**src/rtl/core/ffba_pkg.sv**
```systemverilog
`default_nettype none

package ffba_pkg;

	localparam int BLOCK_COUNT = 1024;
	localparam int MAX_RUN     = 64;

	localparam int IDX_W   = $clog2(BLOCK_COUNT);
	localparam int CNT_W   = $clog2(BLOCK_COUNT + 1);
	localparam int BLK_W   = 10;
	localparam int NREQ_W  = 7;
	localparam int RUN_W   = $clog2(MAX_RUN + 1);
	localparam int CMP_W   = (CNT_W > NREQ_W) ? CNT_W : NREQ_W;

	localparam logic [IDX_W-1:0] LAST_IDX = IDX_W'(BLOCK_COUNT - 1);

	localparam logic FUNC_ALLOC = 1'b0;
	localparam logic FUNC_FREE  = 1'b1;

	typedef enum logic [1:0] {
		STAT_OK    = 2'd0,
		STAT_SHORT = 2'd1,
		STAT_FULL  = 2'd2
	} status_t;

	typedef enum logic {
		ST_IDLE,
		ST_ALLOC
	} state_t;

	typedef struct packed {
		logic             wr_en;
		logic [IDX_W-1:0] wr_addr;
		logic [BLK_W-1:0] wr_data;
		logic [IDX_W-1:0] rd_addr;
	} store_req_t;

	typedef struct packed {
		logic             valid;
		logic [BLK_W-1:0] blk;
		status_t          status;
		logic             last;
	} result_t;

endpackage

`default_nettype wire

```
**src/rtl/core/ffba_ctrl.sv**
```systemverilog
`default_nettype none

module ffba_ctrl
	import ffba_pkg::*;
(
	input  wire               clk,
	input  wire               arst_n,
	input  wire               in_valid,
	output logic              in_ready,
	input  wire               func,
	input  wire  [NREQ_W-1:0] alloc_count,
	input  wire  [BLK_W-1:0]  freed_block,
	input  wire               out_free,
	input  wire  [BLK_W-1:0]  rd_data,
	output store_req_t        req,
	output result_t           res
);

	state_t           state_q, state_d;
	logic [IDX_W-1:0] head_q, head_d;
	logic [IDX_W-1:0] tail_q, tail_d;
	logic [CNT_W-1:0] count_q, count_d;
	logic [RUN_W-1:0] rem_q, rem_d;
	logic             accept;
	logic [IDX_W-1:0] head_nx;
	logic [IDX_W-1:0] tail_nx;

	always_comb begin
		head_nx = (head_q == LAST_IDX) ? '0 : head_q + IDX_W'(1);
		tail_nx = (tail_q == LAST_IDX) ? '0 : tail_q + IDX_W'(1);
	end

	always_comb begin
		state_d     = state_q;
		head_d      = head_q;
		tail_d      = tail_q;
		count_d     = count_q;
		rem_d       = rem_q;
		in_ready    = 1'b0;
		accept      = 1'b0;
		req.wr_en   = 1'b0;
		req.wr_addr = tail_q;
		req.wr_data = freed_block;
		req.rd_addr = head_q;
		res.valid   = 1'b0;
		res.blk     = '0;
		res.status  = STAT_OK;
		res.last    = 1'b1;
		unique case (state_q)
			ST_IDLE: begin
				in_ready = out_free;
				accept   = in_valid && out_free;
				if (accept) begin
					res.valid = 1'b1;
					if (func == FUNC_FREE) begin
						if (count_q == CNT_W'(BLOCK_COUNT)) begin
							res.status = STAT_FULL;
						end else begin
							req.wr_en = 1'b1;
							tail_d    = tail_nx;
							count_d   = count_q + CNT_W'(1);
						end
					end else if (alloc_count == '0) begin
						res.status = STAT_OK;
					end else if ((alloc_count > NREQ_W'(MAX_RUN)) ||
						(CMP_W'(alloc_count) > CMP_W'(count_q))) begin
						res.status = STAT_SHORT;
					end else begin
						res.valid = 1'b0;
						rem_d     = RUN_W'(alloc_count);
						state_d   = ST_ALLOC;
					end
				end
			end
			ST_ALLOC: begin
				if (out_free) begin
					res.valid   = 1'b1;
					res.blk     = rd_data;
					res.last    = (rem_q == RUN_W'(1));
					req.rd_addr = head_nx;
					head_d      = head_nx;
					count_d     = count_q - CNT_W'(1);
					rem_d       = rem_q - RUN_W'(1);
					if (rem_q == RUN_W'(1)) begin
						state_d = ST_IDLE;
					end
				end
			end
			default: begin
				state_d = ST_IDLE;
			end
		endcase
	end

	always_ff @(posedge clk or negedge arst_n) begin
		if (!arst_n) begin
			state_q <= ST_IDLE;
			head_q  <= '0;
			tail_q  <= LAST_IDX;
			count_q <= CNT_W'(BLOCK_COUNT - 1);
			rem_q   <= '0;
		end else begin
			state_q <= state_d;
			head_q  <= head_d;
			tail_q  <= tail_d;
			count_q <= count_d;
			rem_q   <= rem_d;
		end
	end

`ifndef SYNTHESIS
	a_count_range: assert property (@(posedge clk) disable iff (!arst_n)
		count_q <= CNT_W'(BLOCK_COUNT))
		else $error("free count beyond store depth");

	a_run_covered: assert property (@(posedge clk) disable iff (!arst_n)
		(state_q == ST_ALLOC) |-> ((rem_q != '0) && (CNT_W'(rem_q) <= count_q)))
		else $error("run longer than free list");

	a_free_counts: assert property (@(posedge clk) disable iff (!arst_n)
		(accept && (func == FUNC_FREE) && (count_q != CNT_W'(BLOCK_COUNT)))
		|=> (count_q == $past(count_q) + CNT_W'(1)))
		else $error("free transaction not counted");

	a_run_advances: assert property (@(posedge clk) disable iff (!arst_n)
		((state_q == ST_ALLOC) && out_free) |=> (head_q != $past(head_q)))
		else $error("head held on a granted block");
`endif

endmodule

`default_nettype wire

```
**config.mk**
```make
export PLATFORM = sky130hd
export DESIGN_NAME = ffba_ctrl
export DESIGN_NICKNAME = d
export VERILOG_FILES = /design/src/rtl/core/ffba_pkg.sv /design/src/rtl/core/ffba_ctrl.sv
export SDC_FILE = /design/constraint.sdc
export NUM_CORES = 1
export LEC_CHECK = 0
export ABC_CLOCK_PERIOD_IN_PS = 3560
export BUFFER_PORTS_ARGS = -buffer_cell sky130_fd_sc_hd__buf_2
export CAP_MARGIN = 10
export CELL_PAD_IN_SITES_DETAIL_PLACEMENT = 1
export CELL_PAD_IN_SITES_GLOBAL_PLACEMENT = 1
export CORE_MARGIN = 2
export CORE_UTILIZATION = 39
export DETAILED_ROUTE_END_ITERATION = 7
export PLACE_DENSITY = 0.86
export SYNTH_ARGS = -nofsm -noshare
export SYNTH_HDL_FRONTEND = slang
export SYNTH_SLANG_ARGS = --single-unit
```
**constraint.sdc**
```tcl
create_clock -name clk -period 3.56 [get_ports clk]
set_clock_uncertainty 0.15 [all_clocks]
set_input_delay 0.178 -clock clk [delete_from_list [all_inputs] [get_ports clk]]
set_output_delay 0.178 -clock clk [all_outputs]
set_load 0.005 [all_outputs]
```
== Yosys cells after proc, flatten, opt, wreduce, memory -nomap -nowiden ==
Index checks and enable logic that the tools add are counted.
Storage, ports and cells
  bits in latches: 0
  ROM bits: 0
  memories: 0
  word-level logic and storage cells: 73
  register bits: 39
  bits in writable memories: 0
Cells by class
  divide/modulo/power cells: 0
  add/subtract/negate cells: 5
  shift operators: 0
  $lt $le $gt $ge: 2
  reductions and logical operators: 6
  multipliers: 0
  bitwise gates (word level): 2
  mux-type cells: 42
  equality and inequality tests: 11
Operators with widths (number)
  $mux 11: 5
  $mux 10: 5
  $mux 7: 5
  $pmux 11 s2: 1
  $add 10x1->10 const B: 2
  $eq 10x10->1 const B: 2
  $mux 1: 19
  $ne 2x2->1 const B: 7
  $pmux 7 s2: 1
  $add 11x1->11 const B: 1
  $eq 11x11->1 const B: 1
  $gt 7x11->1: 1
  $sub 11x1->11 const B: 1
  $mux 2: 4
  $reduce_and 4->1: 2
  $eq 7x1->1 const B: 1
  $gt 7x7->1 const B: 1
  $logic_not 7->1: 1
  $sub 7x1->7 const B: 1
  $reduce_and 5->1: 1
  $pmux 1 s2: 2
  $not 1->1: 2
  $logic_and 1x1->1: 1
  $logic_or 1x1->1: 1

== Depth between registers and ports, before layout ==
Gate-level depths: netlist (run 1).
  depth after elaboration: 7
  gate-level depth with buffers: 7
  depth with buffers taken out: 7

== Worst setup path before layout (run 1) ==
OpenSTA, ideal clock, no wires.
  path kind: flip-flop to flip-flop
  start: register count_q[6]
  end: register rem_q[2]
  path slack: 1.040 ns
  stages on the path, launching flop included: 8
  path buffers: 0
  data required time: 3.287 ns
  data arrival time: 2.247 ns
  cells stage by stage: dfstp_2 inv_1 ha_1 and4_1 a21boi_1 o31a_1 or4b_4 o221a_1
On the way
  word-level cells in the longest chain between the ends: 4
RTL lines
  from (decl): line ffba_ctrl.sv:22  | logic [CNT_W-1:0] count_q, count_d;
  from (signal assigned): line ffba_ctrl.sv:100  | count_q <= CNT_W'(BLOCK_COUNT - 1);
  from (signal assigned): line ffba_ctrl.sv:106  | count_q <= count_d;
  $gt 7x11->1: line ffba_ctrl.sv:66  | (CMP_W'(alloc_count) > CMP_W'(count_q))) begin
  $logic_or 1x1->1: line ffba_ctrl.sv:65  | end else if ((alloc_count > NREQ_W'(MAX_RUN)) ||
  $ne 2x2->1 (no source line)
  $reduce_and 5->1 (no source line)
  to (signal assigned): line ffba_ctrl.sv:107  | rem_q <= rem_d;
  to (decl): line ffba_ctrl.sv:23  | logic [RUN_W-1:0] rem_q, rem_d;
Every way passes these cells.
A chain may end at the register's enable or synchronous reset.

==> impl_metrics.toml, run 1 <==
[outcome]
outcome = "finished, final reports clean"

[layout]
seqCellArea_sq_mm = 0.00100
fillers = 886
syn_to_final_growth_pct = 14.4
multi_input_area_sq_mm = 0.00169
n_antenna_cell = 0
nNetsFinal = 427
drive_above_1_share = 0.248
utilization = 0.456

[die]
die_h_microns = 89.6
io_pins = 78
fp.coreArea_sq_mm = 0.00718
placementRows = 31
design.die.area_sq_mm = 0.00804
start_util = 0.399
fp.dieW_microns = 89.6

[worst_setup_path]
reg2reg_from = "count_q[4]"
crit_path_start_kind = "flip-flop"
critical_path_class = "reg2out"
cp.required_ps = 3230
reg2reg_to = "rem_q[5]"
path_cells = "inv_1 > ha_1 > and4_1 > a41oi_1 > o31ai_1 > maj3_1 > nor4_1 > buf_2"
cp_max_fo = 4
slowest_delay_ps = 560
critPathTopFamily = "adder cells"
slowest_stage = "dfstp_2"
timing.critical_path.buf_inv = 2
cp-end-kind = "output port"
worstPathArrival_ps = 2750
ff2ff_path_depth = 7
reg2reg_slack_ps = 880

[yosys]
synthMuxAreaShare = 0.0175
synth-main-ff-cell = "dfstp_2"
synth-edff-count = 0
synth_fp_nets = 378
netlist_top_cells_count = "nand2_1 (31), nor2_1 (28), dfstp_2 (20), ha_1 (20), o21ai_0 (20)"
synthesis.area_sq_mm = 0.00286
syn_area_per_cell_sq_um = 8.80
synthCells = 325
ys_ff_latch = 39
synth_top_cell_by_area = "dfstp_2"
ys_seq_area_frac = 0.350
async_flop_share = 1.00
yosysMostFrequentCell = "nand2_1"
synth_compound_area_frac = 0.170
ys_types = 56
synth_top_area_share = 0.184
synth_area_leaders = "dfstp_2 (18%), dfrtp_1 (17%), ha_1 (8.7%)"
synth_top_family_by_area = "simple AND/OR/NAND/NOR gates"
synthAdderAreaFrac = 0.0980
ys_warn_count = 0
synth_xor_area_frac = 0.0582
synth-simple-area-share = 0.247

[global_route]
grt_use_total = 0.197
grt_pass1_wl_microns = 12500
grt_antenna_before_repair = 0
grt_pass1_vias = 2664
grt_max_degree = 40
grt-ovfl-total = 0

[sta]
relSlewSlack = 0.411
fin_ws_ps = 478
setup_tns_ps = 0
setup-violations-final = 0
tightest_slew_ps = 883
whs_ps = 63.4
min_period_over_period = 0.866
timing.fmax_ghz = 0.325
min_period_ps = 3080
finalMaxSlewViolations = 0
hold_violations = 0
rsz0062_at_grt = "false"

[pwr]
ir_drop_v = 0.000229
p_per_area_mw_per_mm2 = 834
p_leak_nw = 1.49

[detailed_routing]
wire_per_inst_microns = 16.6
first_pass_iters = 4
dr_total_vias = 2696
drt_iter0_markers = 84
viasPerCell = 5.69
drc = 0
ant_nets = 0
drt-total-wl_microns = 7850

[cts]
clkLatencyLatePin_ps = 290
path_clk_slew_ps = 80
cts_tree = "done"
post_cts_buffers = 0
h-tree-depth = 2
cts.path.max_buffers = 2
cts_sinks = 39
cts_root_buf = "clkbuf_8"
cts-buffers-inserted = 5

[placement]
dp_hpwl_microns = 6070
pre_cts_ws_ps = 810
io_buffers = 57
place.gp.congestion = 0.799

[min_path]
hold_class = "in2reg"
holdPathStages = 3
min_from = "alloc_count[0]"
hold_path_end = "rem_q[0]"

[run]
maxCapViolCount = 0
==> worst reg2reg max path, stage by stage, from the launching register on <==
cell	delay, ps
dfstp_2	560
inv_1	60
ha_1	290
and4_1	200
a21boi_1	140
o31a_1	340
or4b_4	570
o221a_1	260
==> placed cells by master, fill, tap and decap left out, drive strengths merged, types with 5 or more instances in the layout <==
cell type,synthesis,layout
a211oi,5,5
a21oi,12,12
and3,14,14
and4,5,5
buf,11,59
clkbuf,7,6
dfrtp,19,19
dfstp,20,20
ha,20,20
inv,16,16
mux2i,5,5
nand2,31,31
nand2b,5,5
nand3,11,11
nand4,8,8
nor2,28,28
nor3,11,11
o21ai,24,24
o31ai,6,6
xnor2,14,14
xor2,5,5
==> routing by layer <==
layer,GRT usage,share of wire,wire (microns),vias up
met1,0.240,0.44,3430,1308
met2,0.350,0.50,3890,92
met3,0.0274,0.043,339,18
li1,-,-,-,1278
met5,0,0,0,-
met4,0.0760,0.024,189,0
==> where the power goes <==
part,switching (mW),internal (mW),leakage [nW]
Sequential,0.183,0.666,0.447
Combinational,0.903,0.681,1.00
Clock,0.160,0.137,0.0412
==> final cells by class <==
class	count	share of cell area
inverters	17	0.0195
repair buffers	60	0.0948
clock buffers	6	0.0222
flip-flops and latches	39	0.306
well taps	99	0.0378
clock inverters	2	0.00382
multi-input cells	251	0.516
==> sequential cells by signal (all words and copies together) (netlist names) <==
signal / flops
head_q: 10
count_q: 11
state_q: 1
tail_q: 10
rem_q: 7
==> through the flow <==
| step | cells | power, mW | cell area [sq um] |
|---|---|---|---|
| floorplan | 325 | 1.96 | 2860 |
| global placement | 465 | 2.32 | 3180 |
| detailed placement | 465 | 2.43 | 3180 |
| CTS | 474 | 2.74 | 3270 |
| global route | 474 | 2.98 | 3270 |
| finish | 474 | 2.73 | 3270 |
==> timing repair <==
action / CTS / global route
resized for setup: 0 / 0
hold buffers: 1 / 0
hold endpoints to repair: 19 / 0
==> worst max path at each step <==
stage	start	end	slack [ps]	cells past startpoint
after floorplan	count_q[6]	rem_q[2]	1040	7
after global placement	count_q[6]	res[1]	980	8
after detailed placement	count_q[6]	res[1]	810	8
after CTS	count_q[4]	res[1]	490	8
after global routing	count_q[6]	res[1]	400	8
final	count_q[4]	res[1]	480	8
==> kinds of logic after synthesis <==
| family | Yosys count |
|---|---|
| simple gates | 134 |
| compound gates | 71 |
| flops | 39 |
| buf+inv | 35 |
| fa+ha+maj | 22 |
| xor+xnor | 19 |
| mux | 5 |
(Power assumes the default switching activity.)
==> run 2: changes to the inputs <==
ABC_CLOCK_PERIOD_IN_PS = 2750   (was 3560)
CORE_UTILIZATION = 35   (was 39)
PLACE_DENSITY = 0.82   (was 0.86)
clock period = 2.75 ns   (was 3.56 ns; I/O delays follow)
==> impl_metrics.toml, run 2 (synthesized netlist as in run 1, its figures left out) <==
[outcome]
outcome = "finished, final reports clean"

[sta]
hold_violations = 0
min_period_ps = 2750
tightest_slew_ps = 904
timing.fmax_ghz = 0.364
setup-violations-final = 0
relSlewSlack = 0.397
rsz0062_at_grt = "true"
whs_ps = 62.0
fin_ws_ps = 3.25
min_period_over_period = 0.999
finalMaxSlewViolations = 0

[detailed_routing]
drt-total-wl_microns = 8430
first_pass_iters = 4
drc = 0
wire_per_inst_microns = 17.3
drt_iter0_markers = 90
viasPerCell = 5.56
ant_nets = 0
dr_total_vias = 2709

[cts]
cts-buffers-inserted = 5
h-tree-depth = 2
cts_tree = "done"
cts_sinks = 39
clkLatencyLatePin_ps = 300
cts_root_buf = "clkbuf_8"
cts.path.max_buffers = 2
path_clk_slew_ps = 80

[die]
fp.dieW_microns = 94.4
placementRows = 32
design.die.area_sq_mm = 0.00891
die_h_microns = 94.4
start_util = 0.366
fp.coreArea_sq_mm = 0.00781
io_pins = 78

[layout]
top_register = "count_q"
reg_top3 = "count_q: 11 flops, head_q: 10 flops, tail_q: 10 flops"
final_common_cell = "buf_2"
utilization = 0.447
fillers = 950
drive_above_1_share = 0.319
n_antenna_cell = 0
largest_reg_flops = 11
syn_to_final_growth_pct = 22.0
final_cell_mix = "buf_2 (57), nand2_1 (31), nor2_1 (27)"
nNetsFinal = 437

[pwr]
p_per_area_mw_per_mm2 = 1080
ir_drop_v = 0.000266
power_mw = 3.77
p_leak_nw = 1.54

[worst_setup_path]
critical_path_class = "reg2out"
cp.required_ps = 2460
cp-end-kind = "output port"
worstPathArrival_ps = 2460
crit_path_start_kind = "flip-flop"
cp_max_fo = 4

[placement]
place.gp.congestion = 0.816
io_buffers = 57
pre_cts_ws_ps = 104
dp_hpwl_microns = 6000

[global_route]
grt_pass1_vias = 2792
grt-ovfl-total = 0
grt_use_total = 0.184
grt_antenna_before_repair = 0
grt_pass1_wl_microns = 13000
grt_max_degree = 40

[min_path]
hold_class = "in2reg"

[run]
maxCapViolCount = 0
[run 2: cell count changes in the layout (fill, tap and decap cells not counted), moves of 2 or more]
cell / delta
buf_4: +10
dfrtp_1: -2
dfrtp_2: +2
ha_1: -5
ha_4: +5
inv_1: -3
inv_2: +3
[run 2: worst paths after layout]
path | slack, ps | startpoint | to | cells past startpoint
min | 60 | alloc_count[2] | rem_q[2] | 2
max in group asynchronous | 1460 | arst_n | state_q | 2
max | 3 | count_q[4] | res[1] | 8
min in group asynchronous | 340 | arst_n | head_q[8] | 2
min reg2reg | 340 | count_q[5] | count_q[5] | 2
max reg2reg | 10 | count_q[4] | rem_q[5] | 8
[run 2: cell type report]
class,instances,area (sq um),area share
Clock buffer,6,72.6,0.0208
Clock inverter,2,12.5,0.00359
Inverter,17,63.8,0.0183
Multi-Input combinational cell,251,1820,0.523
Sequential cell,39,1000,0.288
Tap cell,102,128,0.0366
Timing Repair Buffer,70,385,0.110
[run 2: timing repair]
action                                  in CTS  in global routing
setup buffers                                1                  5
gates resized for setup                      5                 19
hold buffers                                 1                  0
gates cloned                                 0                  0
hold endpoints to repair                    19                  0
pin swaps                                    2                 10
endpoints found under the setup margin       1                 11
[run 2: per-stage QoR]
stage	setup TNS, ps	area (sq um)	instances
final	0	3490	487
after global routing	-422	3490	487
after CTS	0	3350	482
after detailed placement	0	3210	472
after global placement	0	3210	472
after floorplan	0	2860	325
[run 2: layer usage]
metal	GRT usage	share of wire
met5	0	0
met4	0.0664	0.021
met3	0.0231	0.034
met2	0.346	0.54
met1	0.213	0.41
[run 2: worst max-delay path: stages, from the launching register on]
cell	delay, ps
dfstp_2	590
inv_2	70
ha_4	270
and4_4	220
a21boi_4	210
o31ai_4	100
maj3_2	330
nor4_2	220
buf_2	150
[run 2: where the power goes]
| group | internal (mW) | total [mW] | switching (mW) |
|---|---|---|---|
| clock | 0.178 | 0.395 | 0.217 |
| sequential | 0.864 | 1.11 | 0.244 |
| combinational | 1.01 | 2.26 | 1.25 |
